**src/sv/klk_pkg.sv**
```systemverilog
// Shared types and constants for the keypad PIN lock controller.
package klk_pkg;

    localparam logic [7:0] KEY_STAR  = 8'h2A;
    localparam logic [7:0] KEY_HASH  = 8'h23;
    localparam logic [7:0] KEY_ADMIN = 8'h41;
    localparam logic [7:0] KEY_ZERO  = 8'h30;
    localparam logic [7:0] KEY_NINE  = 8'h39;

    localparam logic [7:0] CFG_MAX_ATTEMPTS   = 8'd0;
    localparam logic [7:0] CFG_LOCKOUT_TICKS  = 8'd1;
    localparam logic [7:0] CFG_OPEN_TICKS     = 8'd2;
    localparam logic [7:0] CFG_MIN_NEW_LENGTH = 8'd3;

    localparam logic [3:0] RST_MAX_ATTEMPTS   = 4'd3;
    localparam logic [7:0] RST_LOCKOUT_TICKS  = 8'd30;
    localparam logic [7:0] RST_OPEN_TICKS     = 8'd3;
    localparam logic [3:0] RST_MIN_NEW_LENGTH = 4'd4;
    localparam logic [3:0] RST_PIN_LENGTH     = 4'd4;

    typedef enum logic [2:0] {
        ST_IDLE        = 3'd0,
        ST_OPEN_ENTRY  = 3'd1,
        ST_ADMIN_ENTRY = 3'd2,
        ST_NEW_PIN     = 3'd3,
        ST_OPENING     = 3'd4,
        ST_LOCKOUT     = 3'd5
    } t_lock_state;

    typedef enum logic [3:0] {
        EV_NONE        = 4'd0,
        EV_DIGIT       = 4'd1,
        EV_CLEARED     = 4'd2,
        EV_OPENED      = 4'd3,
        EV_WRONG       = 4'd4,
        EV_LOCKOUT     = 4'd5,
        EV_ADMIN_OK    = 4'd6,
        EV_ADMIN_WRONG = 4'd7,
        EV_TOO_SHORT   = 4'd8,
        EV_CHANGED     = 4'd9,
        EV_CLOSED      = 4'd10
    } t_event;

    typedef enum logic [2:0] {
        CMD_NONE  = 3'd0,
        CMD_DIGIT = 3'd1,
        CMD_STAR  = 3'd2,
        CMD_HASH  = 3'd3,
        CMD_ADMIN = 3'd4,
        CMD_TICK  = 3'd5
    } t_cmd;

    typedef struct packed {
        t_cmd       cmd;
        logic [3:0] digit;
    } t_item;

    typedef struct packed {
        logic [3:0] max_attempts;
        logic [7:0] lockout_ticks;
        logic [7:0] open_ticks;
        logic [3:0] min_new_length;
    } t_cfg;

    typedef struct packed {
        t_event      event_res;
        logic [3:0]  tries_left;
        logic [3:0]  digits_entered;
        t_lock_state lock_state;
        logic [7:0]  seconds_left;
        logic        locked_out;
        logic        door_open;
    } t_result;

endpackage

```
**src/sv/klk_front.sv**
```systemverilog
// Front end: classifies incoming keys and ticks and queues them for the back end.
module klk_front (
    input  logic          i_clk,
    input  logic          i_rst_n,
    input  logic          i_valid,
    output logic          o_ready,
    input  logic          i_mode,
    input  logic [7:0]    i_key_code,
    output logic          o_item_valid,
    input  logic          i_item_ready,
    output klk_pkg::t_item o_item
);
    import klk_pkg::*;

    t_item       w_item;
    t_item       r_q [2];
    logic        r_wp;
    logic        r_rp;
    logic [1:0]  r_cnt;
    logic [1:0]  n_cnt;
    logic        w_push;
    logic        w_pop;

    always_comb begin
        w_item.digit = 4'(i_key_code - KEY_ZERO);
        if (i_mode) begin
            w_item.cmd = CMD_TICK;
        end else if (i_key_code >= KEY_ZERO && i_key_code <= KEY_NINE) begin
            w_item.cmd = CMD_DIGIT;
        end else if (i_key_code == KEY_STAR) begin
            w_item.cmd = CMD_STAR;
        end else if (i_key_code == KEY_HASH) begin
            w_item.cmd = CMD_HASH;
        end else if (i_key_code == KEY_ADMIN) begin
            w_item.cmd = CMD_ADMIN;
        end else begin
            w_item.cmd = CMD_NONE;
        end
    end

    assign o_ready      = (r_cnt != 2'd2);
    assign o_item_valid = (r_cnt != 2'd0);
    assign o_item       = r_q[r_rp];
    assign w_push       = i_valid && o_ready;
    assign w_pop        = o_item_valid && i_item_ready;

    always_comb begin
        n_cnt = r_cnt;
        if (w_push && !w_pop) begin
            n_cnt = r_cnt + 2'd1;
        end else if (w_pop && !w_push) begin
            n_cnt = r_cnt - 2'd1;
        end
    end

    always_ff @(posedge i_clk) begin
        if (!i_rst_n) begin
            r_wp  <= 1'b0;
            r_rp  <= 1'b0;
            r_cnt <= 2'd0;
        end else begin
            r_cnt <= n_cnt;
            if (w_push) begin
                r_wp <= ~r_wp;
            end
            if (w_pop) begin
                r_rp <= ~r_rp;
            end
        end
    end

    always_ff @(posedge i_clk) begin
        if (w_push) begin
            r_q[r_wp] <= w_item;
        end
    end

    a_cnt_range: assert property (@(posedge i_clk) disable iff (!i_rst_n)
        r_cnt != 2'd3)
        else $error("queue count out of range");
    a_ptr_track: assert property (@(posedge i_clk) disable iff (!i_rst_n)
        (r_cnt == 2'd0 || r_cnt == 2'd2) |-> (r_wp == r_rp))
        else $error("queue pointers disagree with count");
    a_no_push_full: assert property (@(posedge i_clk) disable iff (!i_rst_n)
        (r_cnt == 2'd2 && !w_pop) |=> (r_cnt == 2'd2))
        else $error("full queue changed without a pop");

endmodule

```
**src/sv/klk_back.sv**
```systemverilog
// Back end: lock state machine, PIN storage and the registered result stage.
module klk_back #(
    parameter int MAX_DIGITS = 8
) (
    input  logic             i_clk,
    input  logic             i_rst_n,
    input  klk_pkg::t_cfg    i_cfg,
    input  logic             i_item_valid,
    output logic             o_item_ready,
    input  klk_pkg::t_item   i_item,
    output logic             o_res_valid,
    input  logic             i_res_ready,
    output klk_pkg::t_result o_res
);
    import klk_pkg::*;

    localparam int CW = $clog2(MAX_DIGITS + 1);
    localparam int IW = $clog2(MAX_DIGITS);

    t_lock_state r_state, n_state;
    logic [CW-1:0] r_count, n_count;
    logic [CW-1:0] r_pin_len, n_pin_len;
    logic [3:0]    r_att, n_att;
    logic [3:0]    w_att_dec;
    logic [7:0]    r_timer, n_timer;
    logic [3:0]    r_entry [MAX_DIGITS];
    logic [3:0]    r_pin [MAX_DIGITS];
    logic          r_out_valid;
    t_result       r_out, n_out;
    t_event        w_ev;
    logic          w_fire;
    logic          w_match;
    logic          w_wr_digit;
    logic          w_wr_pin;
    logic [15:0]   w_count_wide;
    logic [15:0]   w_next_count_wide;
    logic [15:0]   w_min_wide;
    logic          w_timed;

    assign o_item_ready = !r_out_valid || i_res_ready;
    assign w_fire       = i_item_valid && o_item_ready;
    assign o_res_valid  = r_out_valid;
    assign o_res        = r_out;
    assign w_count_wide = 16'(r_count);
    assign w_min_wide   = 16'(i_cfg.min_new_length);
    assign w_att_dec    = (r_att != 4'd0) ? r_att - 4'd1 : r_att;

    always_comb begin
        w_match = (r_count == r_pin_len);
        for (int k = 0; k < MAX_DIGITS; k++) begin
            if (CW'(k) < r_count && r_entry[k] != r_pin[k]) begin
                w_match = 1'b0;
            end
        end
    end

    always_comb begin
        n_state    = r_state;
        n_count    = r_count;
        n_pin_len  = r_pin_len;
        n_att      = r_att;
        n_timer    = r_timer;
        w_ev       = EV_NONE;
        w_wr_digit = 1'b0;
        w_wr_pin   = 1'b0;
        unique case (r_state)
            ST_IDLE: begin
                if (i_item.cmd == CMD_STAR) begin
                    n_state = ST_OPEN_ENTRY;
                    n_count = '0;
                end else if (i_item.cmd == CMD_ADMIN) begin
                    n_state = ST_ADMIN_ENTRY;
                    n_count = '0;
                end
            end
            ST_OPEN_ENTRY, ST_ADMIN_ENTRY, ST_NEW_PIN: begin
                unique case (i_item.cmd)
                    CMD_HASH: begin
                        n_count = '0;
                        if (r_state == ST_OPEN_ENTRY) begin
                            if (w_match) begin
                                n_state = ST_OPENING;
                                n_timer = i_cfg.open_ticks;
                                n_att   = i_cfg.max_attempts;
                                w_ev    = EV_OPENED;
                            end else begin
                                n_att = w_att_dec;
                                if (w_att_dec == 4'd0) begin
                                    n_state = ST_LOCKOUT;
                                    n_timer = i_cfg.lockout_ticks;
                                    w_ev    = EV_LOCKOUT;
                                end else begin
                                    w_ev = EV_WRONG;
                                end
                            end
                        end else if (r_state == ST_ADMIN_ENTRY) begin
                            if (w_match) begin
                                n_state = ST_NEW_PIN;
                                w_ev    = EV_ADMIN_OK;
                            end else begin
                                n_state = ST_IDLE;
                                w_ev    = EV_ADMIN_WRONG;
                            end
                        end else begin
                            if (w_count_wide < w_min_wide) begin
                                w_ev = EV_TOO_SHORT;
                            end else begin
                                w_wr_pin  = 1'b1;
                                n_pin_len = r_count;
                                n_state   = ST_IDLE;
                                w_ev      = EV_CHANGED;
                            end
                        end
                    end
                    CMD_STAR: begin
                        n_count = '0;
                        w_ev    = EV_CLEARED;
                    end
                    CMD_DIGIT: begin
                        if (w_count_wide < 16'(MAX_DIGITS)) begin
                            w_wr_digit = 1'b1;
                            n_count    = r_count + CW'(1);
                            w_ev       = EV_DIGIT;
                        end
                    end
                    default: begin
                    end
                endcase
            end
            ST_OPENING, ST_LOCKOUT: begin
                if (i_item.cmd == CMD_TICK) begin
                    if (r_timer > 8'd1) begin
                        n_timer = r_timer - 8'd1;
                    end else begin
                        n_timer = 8'd0;
                        n_state = ST_IDLE;
                        if (r_state == ST_OPENING) begin
                            w_ev = EV_CLOSED;
                        end else begin
                            n_att   = i_cfg.max_attempts;
                            n_count = '0;
                        end
                    end
                end
            end
            default: begin
                n_state = ST_IDLE;
            end
        endcase
    end

    assign w_next_count_wide = 16'(n_count);
    assign w_timed = (n_state == ST_OPENING) || (n_state == ST_LOCKOUT);

    always_comb begin
        n_out.door_open      = (n_state == ST_OPENING);
        n_out.locked_out     = (n_state == ST_LOCKOUT);
        n_out.seconds_left   = w_timed ? n_timer : 8'd0;
        n_out.lock_state     = n_state;
        n_out.digits_entered = w_next_count_wide[3:0];
        n_out.tries_left     = n_att;
        n_out.event_res      = w_ev;
    end

    always_ff @(posedge i_clk) begin
        if (!i_rst_n) begin
            r_state     <= ST_IDLE;
            r_count     <= '0;
            r_pin_len   <= CW'(RST_PIN_LENGTH);
            r_att       <= RST_MAX_ATTEMPTS;
            r_timer     <= 8'd0;
            r_out_valid <= 1'b0;
            for (int k = 0; k < MAX_DIGITS; k++) begin
                r_pin[k] <= (k < 4) ? 4'(k + 1) : 4'd0;
            end
        end else begin
            if (w_fire) begin
                r_state   <= n_state;
                r_count   <= n_count;
                r_pin_len <= n_pin_len;
                r_att     <= n_att;
                r_timer   <= n_timer;
                if (w_wr_pin) begin
                    for (int k = 0; k < MAX_DIGITS; k++) begin
                        if (CW'(k) < r_count) begin
                            r_pin[k] <= r_entry[k];
                        end
                    end
                end
            end
            if (w_fire) begin
                r_out_valid <= 1'b1;
            end else if (i_res_ready) begin
                r_out_valid <= 1'b0;
            end
        end
    end

    always_ff @(posedge i_clk) begin
        if (w_fire) begin
            r_out <= n_out;
        end
        if (w_fire && w_wr_digit) begin
            r_entry[r_count[IW-1:0]] <= i_item.digit;
        end
    end

    a_count_max: assert property (@(posedge i_clk) disable iff (!i_rst_n)
        w_count_wide <= 16'(MAX_DIGITS))
        else $error("entry count exceeds buffer size");
    a_count_idle: assert property (@(posedge i_clk) disable iff (!i_rst_n)
        (r_state == ST_IDLE || r_state == ST_OPENING || r_state == ST_LOCKOUT)
        |-> (r_count == '0))
        else $error("digits held outside an entry state");
    a_timer_idle: assert property (@(posedge i_clk) disable iff (!i_rst_n)
        (r_state != ST_OPENING && r_state != ST_LOCKOUT) |-> (r_timer == 8'd0))
        else $error("period timer running outside a timed state");
    a_out_match: assert property (@(posedge i_clk) disable iff (!i_rst_n)
        w_fire |=> (r_out.lock_state == r_state))
        else $error("result state differs from lock state");

endmodule

```
**src/sv/keypad_pin_lock_controller.sv**
```systemverilog
// Top level of the keypad PIN lock: configuration registers, front end and back end.
//
//  channel  direction  handshake                      payload
//  s_axis   in         i_s_axis_tvalid/o_s_axis_tready tdata key_code, tuser mode
//  m_axis   out        o_m_axis_tvalid/i_m_axis_tready tdata result fields
//  cfg      in         i_cfg_valid/o_cfg_ready         i_cfg_index, i_cfg_data
//
// One item per cycle is sustained while the output accepts results; an input transfer
// is written into the two-entry queue, and the state update then loads the result register
// from the queue head, which presents the result on the output.
// While a result waits, the queue takes up to two more input transfers, then the input stalls.
// Reset restores the default PIN, register defaults and the idle state at once.
// Configuration transfers are always accepted and take effect on the next cycle.
module keypad_pin_lock_controller #(
    parameter int MAX_DIGITS = 8
) (
    input  logic        i_clk,
    input  logic        i_rst_n,
    input  logic        i_s_axis_tvalid,
    output logic        o_s_axis_tready,
    input  logic [7:0]  i_s_axis_tdata,   // [7:0] key_code
    input  logic        i_s_axis_tuser,   // [0] mode
    output logic        o_m_axis_tvalid,
    input  logic        i_m_axis_tready,
    // [0] door_open, [1] locked_out, [9:2] seconds_left, [12:10] lock_state,
    // [16:13] digits_entered, [20:17] tries_left, [24:21] event_res, [31:25] zero
    output logic [31:0] o_m_axis_tdata,
    input  logic        i_cfg_valid,
    output logic        o_cfg_ready,
    input  logic [7:0]  i_cfg_index,
    input  logic [7:0]  i_cfg_data
);
    import klk_pkg::*;

    t_cfg    r_cfg;
    t_item   w_item;
    logic    w_item_valid;
    logic    w_item_ready;
    t_result w_res;

    assign o_cfg_ready = 1'b1;

    always_ff @(posedge i_clk) begin
        if (!i_rst_n) begin
            r_cfg.max_attempts   <= RST_MAX_ATTEMPTS;
            r_cfg.lockout_ticks  <= RST_LOCKOUT_TICKS;
            r_cfg.open_ticks     <= RST_OPEN_TICKS;
            r_cfg.min_new_length <= RST_MIN_NEW_LENGTH;
        end else if (i_cfg_valid) begin
            unique case (i_cfg_index)
                CFG_MAX_ATTEMPTS:   r_cfg.max_attempts   <= i_cfg_data[3:0];
                CFG_LOCKOUT_TICKS:  r_cfg.lockout_ticks  <= i_cfg_data;
                CFG_OPEN_TICKS:     r_cfg.open_ticks     <= i_cfg_data;
                CFG_MIN_NEW_LENGTH: r_cfg.min_new_length <= i_cfg_data[3:0];
                default: begin
                end
            endcase
        end
    end

    klk_front u_front (
        .i_clk        (i_clk),
        .i_rst_n      (i_rst_n),
        .i_valid      (i_s_axis_tvalid),
        .o_ready      (o_s_axis_tready),
        .i_mode       (i_s_axis_tuser),
        .i_key_code   (i_s_axis_tdata),
        .o_item_valid (w_item_valid),
        .i_item_ready (w_item_ready),
        .o_item       (w_item)
    );

    klk_back #(
        .MAX_DIGITS (MAX_DIGITS)
    ) u_back (
        .i_clk        (i_clk),
        .i_rst_n      (i_rst_n),
        .i_cfg        (r_cfg),
        .i_item_valid (w_item_valid),
        .o_item_ready (w_item_ready),
        .i_item       (w_item),
        .o_res_valid  (o_m_axis_tvalid),
        .i_res_ready  (i_m_axis_tready),
        .o_res        (w_res)
    );

    assign o_m_axis_tdata = {7'd0, w_res};

endmodule

```
**config.mk**
```make
export PLATFORM = sky130hd
export DESIGN_NAME = keypad_pin_lock_controller
export DESIGN_NICKNAME = d
export VERILOG_FILES = /design/src/sv/klk_pkg.sv /design/src/sv/klk_front.sv /design/src/sv/klk_back.sv /design/src/sv/keypad_pin_lock_controller.sv
export SDC_FILE = /design/constraint.sdc
export NUM_CORES = 1
export LEC_CHECK = 0
export ABC_AREA = 1
export BUFFER_PORTS_ARGS = -buffer_cell sky130_fd_sc_hd__buf_2
export CAP_MARGIN = 40
export CORE_MARGIN = 2
export CORE_UTILIZATION = 54
export CTS_CLUSTER_DIAMETER = 120
export DETAILED_ROUTE_END_ITERATION = 6
export GPL_TIMING_DRIVEN = 1
export PLACE_DENSITY = 0.82
export SYNTH_ARGS = -nofsm -noshare
export SYNTH_HDL_FRONTEND = slang
export SYNTH_SLANG_ARGS = --single-unit
```
**constraint.sdc**
```tcl
create_clock -name i_clk -period 2.1 [get_ports i_clk]
set_clock_uncertainty 0.1 [all_clocks]
set_input_delay 0.525 -clock i_clk [delete_from_list [all_inputs] [get_ports i_clk]]
set_output_delay 0.525 -clock i_clk [all_outputs]
set_load 0.05 [all_outputs]
```
==> results.cfg, run 1 <==
[outcome]
status = finished with violations
failed_checks = setup timing

[place]
placed_cells_incl_taps = 1273
placement.io_buffers = 56
hpwl_um = 14100
gpl.final_weighted_congestion = 0.932
detailedPlace.worstSlack_ns = -0.251
postPlaceCellArea_um2 = 9260

[drt]
detail_route.vias_per_cell = 5.87
dr.first_iter.drc_count = 1017
routed_length_per_placed_instance_um = 18.9
route.antenna.remaining_nets = 0
wirelength_um = 25000
detail_route.drc_violations = 0
dr.pass1.iters = 6
vias = 7775

[die]
dieArea_um2 = 15700
floorplan.die.height_um = 125
die_x_um = 125
starting_utilization_of_the_core_area = 0.549
num_rows = 44
ioPinCount = 65
design.core.area_um2 = 14500

[yosys]
async_reset_ff_frac = 0
yosys_warnings = 0
post_synth_instance_area_um2 = 7950
yosysSeqAreaShare = 0.522
synth-seq-cells = 156
syn-instance-count = 944
synth-edff-count = 103
yosys_most_used_dff = edfxtp_1
synth.distinct_cells = 46
synth.avg_cell_area_um2 = 8.43

[timing]
timing.slew.headroom = 0.575
layout_min_cycle_time_ns = 2.30
max_freq_ghz = 0.435
tightestPinTransition_ns = 0.637
setup_violations = 118
final_min_period_over_clock_period = 1.09
worst_setup_slack_after_layout_ns = -0.197
finalHoldViolCount = 0
final_max_slew_viol_count = 0
grt_setup_unrepaired = true

[worst_setup_path]
regToRegSetupSlack_ns = -0.20
cp-start-kind = register
timing.critical_path.arrival_ns = 2.38
crit_path_end_kind = register
critical_path_required_ns = 2.18
worst-path-max-fanout = 6
timing.setup.critical_path_class = reg -> reg

[global_routing]
first_global_vias = 7076
number_of_antenna_violations_at_the_first_check_in_global_routing = 0
grt_start_max_net_pins = 52
wire_length_of_the_first_global_routing_pass_um = 34100
track_usage = 0.273
overflow = 0

[layout]
num-nets-final = 1167
layout-drive-gt1-share = 0.351
top_library_cells_by_usage_in_the_layout_fill_and_taps_aside = 187 x nand2_1, 130 x inv_1, 115 x buf_4, 103 x edfxtp_1, 66 x nor2_1
layout.cell_area.non_filler_um2 = 10800
final_common_cell = nand2_1
fin_cells = 1325
num_antenna_cells = 0
flow.area_growth_from_synthesis_pct = 35.4

[flow_run]
cap_violations = 0

[clock_network]
cts_tree = done
worstSkewPairLatency_ns = 0.45
numClockSinks = 156
clock_tree.buffer_depth = 2
clk_pin_slew_ns = 0.07
root_buffer = clkbuf_16
ctsHtreeMaxLevel = 4
cts_inserted_buffers = 17

[min_path]
min_path_type = in -> reg

[power_and_ir_drop]
post-layout-total-power_w = 0.0162
power.leakage_nw = 4.87
power.ir.vdd_worst_v = 0.00103
power.density_nw_per_um2 = 1500
[Yosys cell counts (4+ instances only)]
master / instances / area share
nand2_2: 6 / 0.0047
a21oi_1: 61 / 0.038
nor3_1: 12 / 0.0076
inv_2: 15 / 0.0071
o21ai_0: 54 / 0.034
o211ai_1: 11 / 0.010
nand2_1: 223 / 0.11
inv_1: 140 / 0.066
o21ai_1: 13 / 0.0082
nand3_1: 43 / 0.027
nor2_1: 82 / 0.039
a31oi_1: 10 / 0.0079
buf_4: 11 / 0.010
nor2_4: 8 / 0.011
or2_2: 4 / 0.0031
clkbuf_1: 12 / 0.0057
xor2_1: 11 / 0.012
dfxtp_1: 53 / 0.13
nor2_2: 8 / 0.0063
mux2_2: 4 / 0.0057
edfxtp_1: 103 / 0.39
ha_1: 9 / 0.014
nand4_1: 9 / 0.0071
xnor2_1: 7 / 0.0077
[worst paths after layout]
path,from,end,cells after the start
setup / recovery,u_back.r_count[1],u_back.o_res[1],12
hold / removal,i_s_axis_tdata[1],u_front.r_q[0][1],1
hold reg to reg,u_front.r_rp,register,1
setup reg to reg,u_back.r_count[1],u_back.o_res[1],12
[per-stage QoR]
| stage | util | hold slack, ns | setup TNS, ns |
|---|---|---|---|
| after floorplan | - | 0.320 | -0.494 |
| after global placement | 0.639 | 0.338 | -4.35 |
| after detailed placement | 0.639 | 0.348 | -8.16 |
| after CTS | 0.701 | 0.197 | -0.422 |
| after global routing | 0.744 | 0.205 | -18.79 |
| final | 0.744 | 0.203 | -8.65 |
[final cells by class]
type / count / area, µm²
clock inverters: 15 / 223
repair buffers: 190 / 1410
inverters: 156 / 606
well taps: 184 / 230
flip-flops and latches: 156 / 4180
fillers: 860 / 3710
multi-input cells: 607 / 3690
clock buffers: 17 / 425
[power breakdown]
part	internal [W]	switching (W)	total (W)
Clock	0.00203	0.00138	0.00341
Sequential	0.00403	0.000384	0.00441
Combinational	0.00299	0.00535	0.00834
[cells by family after synthesis]
group	after synthesis	synth area share
and+or+nand+nor	407	0.226
buffers and inverters	187	0.0971
AOI/OAI and AO/OA	161	0.115
DFF	156	0.522
xor gates and xnor gates	18	0.0198
adders and majority gates	9	0.0142
muxes	4	0.00566
other	2	0.000944
[state kept, by name, summed over array words and instances, names as in the netlist, named ones only]
name	cells
r_cfg	24
u_back.r_att	4
u_back.o_res	25
u_back.r_state	3
u_back.r_pin_len	4
u_back.o_res_valid	1
u_back.r_timer	8
u_front.r_cnt	2
u_front.r_wp	1
u_front.r_q	14
u_front.r_rp	1
u_back.r_count	4
u_back.r_entry	32
u_back.r_pin	32
[per-layer routing]
metal | GRT usage | wire [µm]
met4 | 0.112 | 1250
met3 | 0.0612 | 2560
met1 | 0.351 | 9230
met2 | 0.448 | 12000
met5 | 0 | 0
[worst max-delay path, stage by stage (launching register included)]
cell	delay [ns]
dfxtp_4	0.39
buf_4	0.17
xnor2_2	0.16
nand2_1	0.10
nor2_2	0.14
nand3_2	0.11
nor2_4	0.18
nand2_4	0.13
nand2_2	0.12
buf_4	0.13
nand3_1	0.11
nand2_2	0.12
a21oi_1	0.09
[timing repair]
item / 4_1_cts / 5_1_grt
gates resized for setup: 59 / 136
buffers inserted: 9 / 10
cloned: 0 / 1
hold buffers: 0 / 0
setup endpoints to repair: 116 / 132
pin swaps: 24 / 48
hold endpoints to repair: 0 / 0
Note: power is estimated with default switching activity, not from simulation.
==> run 2: changes to the inputs <==
--- a/config.mk
+++ b/config.mk
@@ -13,7 +13,7 @@
 export CTS_CLUSTER_DIAMETER = 120
 export DETAILED_ROUTE_END_ITERATION = 6
 export GPL_TIMING_DRIVEN = 1
-export PLACE_DENSITY = 0.82
+export PLACE_DENSITY = 0.85
 export SYNTH_ARGS = -nofsm -noshare
 export SYNTH_HDL_FRONTEND = slang
 export SYNTH_SLANG_ARGS = --single-unit
==> results.cfg, run 2 (same netlist as run 1, synthesis figures left out) <==
[outcome]
status = finished with violations
failed_checks = DRC, setup timing

[worst_setup_path]
regToRegSetupSlack_ns = -0.48
critPathSlowestCell = xor2_1
cp_num_cells = 12
critical-path-top-delay-family = simple AND/OR/NAND/NOR gates
worstPathBufferInverterCount = 4
worst_setup_path_endpoint = u_back.r_count[0]
cp-start-kind = register
worstRegToRegCells = 12
critical_path_required_ns = 2.39
worst-path-max-fanout = 7
crit_chain = nand2_2, o21ai_4, buf_4, inv_1, buf_4, nor2_1, nand2_1, xor2_1, nand2_1, o21ai_2, o21ai_1, inv_1
critPathMaxStageDelay_ns = 0.49
crit_path_end_kind = register
timing.critical_path.arrival_ns = 2.87
reg2reg_to = u_back.r_count[0]
timing.setup.critical_path_class = reg -> reg

[drt]
dr.pass1.iters = 7
length_of_routed_met3_wiring_um = 4080
wire_length_on_met1_um = 10000
dr_wl_met2_um = 13200
dr.first_iter.drc_count = 1376
detail_route.vias_per_cell = 6.40
topRoutingLayerUsed = met4
detail_route.drc_violations = 32
routed_length_per_placed_instance_um = 22.7
vias = 8429
route.antenna.remaining_nets = 0
wirelength_um = 29800

[layout]
layout-drive-gt1-share = 0.404
top_library_cells_by_usage_in_the_layout_fill_and_taps_aside = 160 x nand2_1, 124 x inv_1, 108 x buf_4, 103 x edfxtp_1, 57 x nor2_1
flow.area_growth_from_synthesis_pct = 36.5
filler_cell_count = 814
num-nets-final = 1159
fin_cells = 1317
final_common_cell = nand2_1
num_antenna_cells = 0

[timing]
final_max_slew_viol_count = 0
finalHoldViolCount = 0
timing.slew.headroom = 0.527
tightestPinTransition_ns = 0.708
layout_min_cycle_time_ns = 2.58
max_freq_ghz = 0.388
final_min_period_over_clock_period = 1.23
setup_violations = 103
grt_setup_unrepaired = true
worst_setup_slack_after_layout_ns = -0.480
worst_hold_slack_ns = 0.207

[clock_network]
cts_inserted_buffers = 17
ctsHtreeMaxLevel = 4
root_buffer = clkbuf_16
clk_pin_slew_ns = 0.06
worstSkewPairLatency_ns = 0.45
numClockSinks = 156
clock_tree.buffer_depth = 2
cts_tree = done

[power_and_ir_drop]
share_seq_of_total_power = 0.269
power.leakage_nw = 4.82
power.ir.vdd_worst_v = 0.00122
power.share.combinational = 0.549
post-layout-total-power_w = 0.0166
power.density_nw_per_um2 = 1520
switching_share_of_power = 0.469
power.clock.fraction = 0.182
internal_power_w = 0.00879
netSwitchingPower_w = 0.00776

[die]
floorplan.die.height_um = 125
die_x_um = 125
num_rows = 44
starting_utilization_of_the_core_area = 0.549
design.core.area_um2 = 14500
ioPinCount = 65
dieArea_um2 = 15700

[global_routing]
track_usage = 0.282
first_global_vias = 7122
overflow = 0
number_of_antenna_violations_at_the_first_check_in_global_routing = 0
grt_start_max_net_pins = 52
wire_length_of_the_first_global_routing_pass_um = 35200

[place]
placed_cells_incl_taps = 1257
placement.io_buffers = 56
gpl.final_weighted_congestion = 0.965
hpwl_um = 13800

[flow_run]
cap_violations = 0

[min_path]
min_path_type = in -> reg
run 2: worst min path at each step:
| stage | from | cells after the start | slack (ns) | to |
|---|---|---|---|---|
| floorplan | r_cfg[0] | 2 | 0.32 | r_cfg[0] |
| global placement | u_front.r_rp | 1 | 0.34 | u_front.r_rp |
| detailed placement | u_front.r_rp | 1 | 0.35 | register |
| CTS | i_s_axis_tdata[3] | 1 | 0.20 | u_front.r_q[1][3] |
| global route | i_s_axis_tdata[3] | 1 | 0.21 | u_front.r_q[1][3] |
| finish | i_s_axis_tdata[1] | 1 | 0.21 | u_front.r_q[1][1] |
run 2: through the flow:
step	worst slack (ns)	setup TNS [ns]	instance area [µm²]	util
global route	-0.522	-28.31	10900	0.750
finish	-0.480	-24.94	10900	0.750
detailed placement	-0.219	-10.62	9140	0.631
floorplan	-0.0161	-0.494	8020	-
CTS	-0.101	-2.26	10100	0.696
global placement	-0.155	-5.33	9140	0.631
run 2: timing repair:
action,in CTS,in global routing
setup buffers,13,16
resized for setup,79,196
pin swaps,23,71
endpoints found under the hold margin,0,0
setup endpoints to repair,122,134
gates cloned,1,1
hold buffers,0,0
run 2: final cells by class:
cell class / count / area (µm²) / area share
clock inverters: 13 / 126 / 0.0116
repair buffers: 182 / 1350 / 0.124
inverters: 156 / 603 / 0.0555
clock buffers: 19 / 433 / 0.0399
well taps: 184 / 230 / 0.0212
multi-input cells: 607 / 3930 / 0.362
flip-flops and latches: 156 / 4180 / 0.385
run 2: routing by layer:
metal | track usage | vias up
li1 | - | 3428
met1 | 0.365 | 3800
met2 | 0.462 | 882
met3 | 0.0599 | 319
met4 | 0.122 | 0
met5 | 0 | -
run 2: power groups by stage:
| stage | sequential (W) | combinational (W) | clock (W) |
|---|---|---|---|
| finish | 0.00445 | 0.00909 | 0.00301 |
| global route | 0.00447 | 0.00937 | 0.00310 |
| CTS | 0.00435 | 0.00688 | 0.00296 |
| detailed placement | 0.00438 | 0.00640 | 0 |
| global placement | 0.00436 | 0.00626 | 0 |
| floorplan | 0.00515 | 0.00333 | 0 |
==> run 3: changes to the inputs <==
--- a/config.mk
+++ b/config.mk
@@ -5,7 +5,6 @@
 export SDC_FILE = /design/constraint.sdc
 export NUM_CORES = 1
 export LEC_CHECK = 0
-export ABC_AREA = 1
 export BUFFER_PORTS_ARGS = -buffer_cell sky130_fd_sc_hd__buf_2
 export CAP_MARGIN = 40
 export CORE_MARGIN = 2
@@ -14,6 +13,7 @@
 export DETAILED_ROUTE_END_ITERATION = 6
 export GPL_TIMING_DRIVEN = 1
 export PLACE_DENSITY = 0.85
+export SLEW_MARGIN = 20
 export SYNTH_ARGS = -nofsm -noshare
 export SYNTH_HDL_FRONTEND = slang
 export SYNTH_SLANG_ARGS = --single-unit
==> results.cfg, run 3 <==
[clock_network]
clock_tree.buffer_depth = 2
numClockSinks = 156
clk_pin_slew_ns = 0.07
ctsHtreeMaxLevel = 4
cts_inserted_buffers = 17
ctsHoldBuffers = 0
worstSkewPairLatency_ns = 0.44
cts_tree = done
root_buffer = clkbuf_16

[yosys]
synth-edff-count = 103
synth_common_cells = 103 x edfxtp_1, 76 x nor2_1, 53 x dfxtp_1, 42 x o21ai_0, 41 x nand2_1
synth.avg_cell_area_um2 = 10.8
yosys_warnings = 0
yosysSeqAreaShare = 0.545
synth.largest_area_cell = edfxtp_1
main_combinational_cell_family_by_area_after_synthesis = simple AND/OR/NAND/NOR gates
post_synth_xor_area_fraction = 0.0529
most_used_standard_cell_by_instance_count_after_synthesis = edfxtp_1
async_reset_ff_frac = 0
post_synth_and_or_nand_nor_area_fraction = 0.169
yosys_most_used_dff = edfxtp_1
synth.distinct_cells = 71
yosys.area_share.adder = 0.0148
fraction_of_the_mapped_netlist_area_in_compound_gates = 0.129
synthMuxAreaShare = 0.0524
post_synth_instance_area_um2 = 7620
syn-instance-count = 706
synth-seq-cells = 156
yosys.area.top_type_share = 0.406
post_synth_main_area_contributors = edfxtp_1 41%, dfxtp_1 14%, mux2i_1 4.2%

[global_routing]
grt_start_max_net_pins = 27
overflow = 0
grt_util_met2 = 0.502
top_usage_layer = met2
grt_use_met1 = 0.390
first_global_vias = 6676
grt.met3_usage = 0.0743
number_of_antenna_violations_at_the_first_check_in_global_routing = 0
wire_length_of_the_first_global_routing_pass_um = 34500
track_usage = 0.305

[power_and_ir_drop]
power.leakage_nw = 4.29
power.density_nw_per_um2 = 1240
power.ir.vdd_worst_v = 0.000767

[layout]
filler_cell_count = 755
fin_cells = 1114
top_library_cells_by_usage_in_the_layout_fill_and_taps_aside = 144 x buf_4, 103 x edfxtp_1, 60 x nor2_1, 56 x buf_2, 47 x dfxtp_1
sequential_cell_area_um2 = 4170
final_core_utilization = 0.781
layout.cell_area.non_filler_um2 = 10800
num-nets-final = 960
num_antenna_cells = 0
multi_input_area_um2 = 4000
flow.area_growth_from_synthesis_pct = 41.7
layout-drive-gt1-share = 0.416
final_common_cell = buf_4

[drt]
route.antenna.remaining_nets = 0
detail_route.drc_violations = 0
vias = 6962
wirelength_um = 25000
routed_length_per_placed_instance_um = 22.5
dr.pass1.iters = 6
detail_route.vias_per_cell = 6.25
dr.first_iter.drc_count = 889

[place]
hpwl_um = 15200
postPlaceCellArea_um2 = 9190
gpl.final_weighted_congestion = 0.935
placed_cells_incl_taps = 1045
placement.io_buffers = 56

[worst_setup_path]
worstRegToRegCells = 10
crit_path_end_kind = register
timing.setup.critical_path_class = reg -> reg
critical_path_required_ns = 2.18
reg2reg_to = u_back.o_res[9]
worst-path-max-fanout = 6
worstReg2RegStart = u_back.r_count[1]
regToRegSetupSlack_ns = -0.77
timing.critical_path.arrival_ns = 2.95
cp-start-kind = register

[die]
floorplan.die.height_um = 123
design.core.area_um2 = 13800
die_x_um = 123
num_rows = 43
dieArea_um2 = 15100
starting_utilization_of_the_core_area = 0.551
ioPinCount = 65

[timing]
final_max_slew_viol_count = 0
tightestPinTransition_ns = 0.633
timing.slew.headroom = 0.573
setup_violations = 122
worst_setup_slack_after_layout_ns = -0.771
max_freq_ghz = 0.348
final_min_period_over_clock_period = 1.37
finalHoldViolCount = 0
grt_setup_unrepaired = true
layout_min_cycle_time_ns = 2.87

[min_path]
min_path_type = in -> reg
timing.hold.worst.start = i_s_axis_tdata[1]
hold-path-cell-count = 1
worstHoldEndpoint = u_front.r_q[0][1]

[outcome]
failed_checks = setup timing
status = finished with violations

[flow_run]
cap_violations = 0
==> run 3: critical path: stages (launching register included) <==
cell	delay (ns)
dfxtp_2	0.34
buf_6	0.12
inv_4	0.05
ha_4	0.12
nor3b_4	0.24
a41oi_2	0.09
or4_4	0.49
or3_4	0.41
or2_4	0.32
o221ai_2	0.22
a21oi_1	0.11
==> run 3: kinds of logic after synthesis <==
family | Yosys count
other cells | 2
flops | 156
fa+ha+maj | 9
compound gates | 146
simple gates | 247
xor+xnor | 46
mux | 39
buf+inv | 61
==> run 3: final cells by class <==
cell class | count | area share
multi-input cells | 495 | 0.371
well taps | 180 | 0.0209
clock buffers | 18 | 0.0407
repair buffers | 228 | 0.159
flip-flops and latches | 156 | 0.386
inverters | 23 | 0.00823
clock inverters | 14 | 0.0147
==> run 3: metal layers <==
metal,vias to the layer above,share of wire
met2,469,0.49
met1,3380,0.38
met4,0,0.036
met3,98,0.088
met5,-,0
li1,3015,-
==> run 3: report_power, final <==
group / leakage [nW] / switching [W] / total [W] / internal, W
combinational: 2.59 / 0.00379 / 0.00616 / 0.00237
clock: 0.293 / 0.00135 / 0.00316 / 0.00181
sequential: 1.41 / 0.000237 / 0.00410 / 0.00386
total: 4.29 / 0.00538 / 0.0134 / 0.00805
==> run 3: how the worst max path moves through the flow <==
| stage | startpoint | to | slack (ns) | depth (start not counted) |
|---|---|---|---|---|
| floorplan | u_back.r_count[1] | u_back.o_res[9] | -0.66 | 11 |
| global placement | u_back.r_count[1] | u_back.o_res[1] | -0.69 | 11 |
| detailed placement | u_back.r_count[1] | u_back.o_res[9] | -0.78 | 10 |
| CTS | u_back.r_count[1] | u_back.o_res[5] | -0.67 | 8 |
| global route | u_back.r_pin[0][9] | u_back.o_res[7] | -0.84 | 8 |
| finish | u_back.r_count[1] | u_back.o_res[9] | -0.77 | 10 |
==> run 3: metrics by stage <==
stage | hold WS, ns | setup WS (ns) | total power (W) | setup TNS [ns]
after floorplan | 0.339 | -0.664 | 0.00723 | -23.43
after global placement | 0.361 | -0.693 | 0.00897 | -41.50
after detailed placement | 0.377 | -0.778 | 0.00915 | -50.83
after CTS | 0.213 | -0.671 | 0.0127 | -33.73
after global routing | 0.223 | -0.837 | 0.0138 | -53.59
final | 0.214 | -0.771 | 0.0134 | -47.55
==> run 3: timing repair <==
action	CTS	global route
gates resized for setup	78	79
setup endpoints to repair	135	136
pin swaps	26	33
gates cloned	1	1
setup buffers	17	18
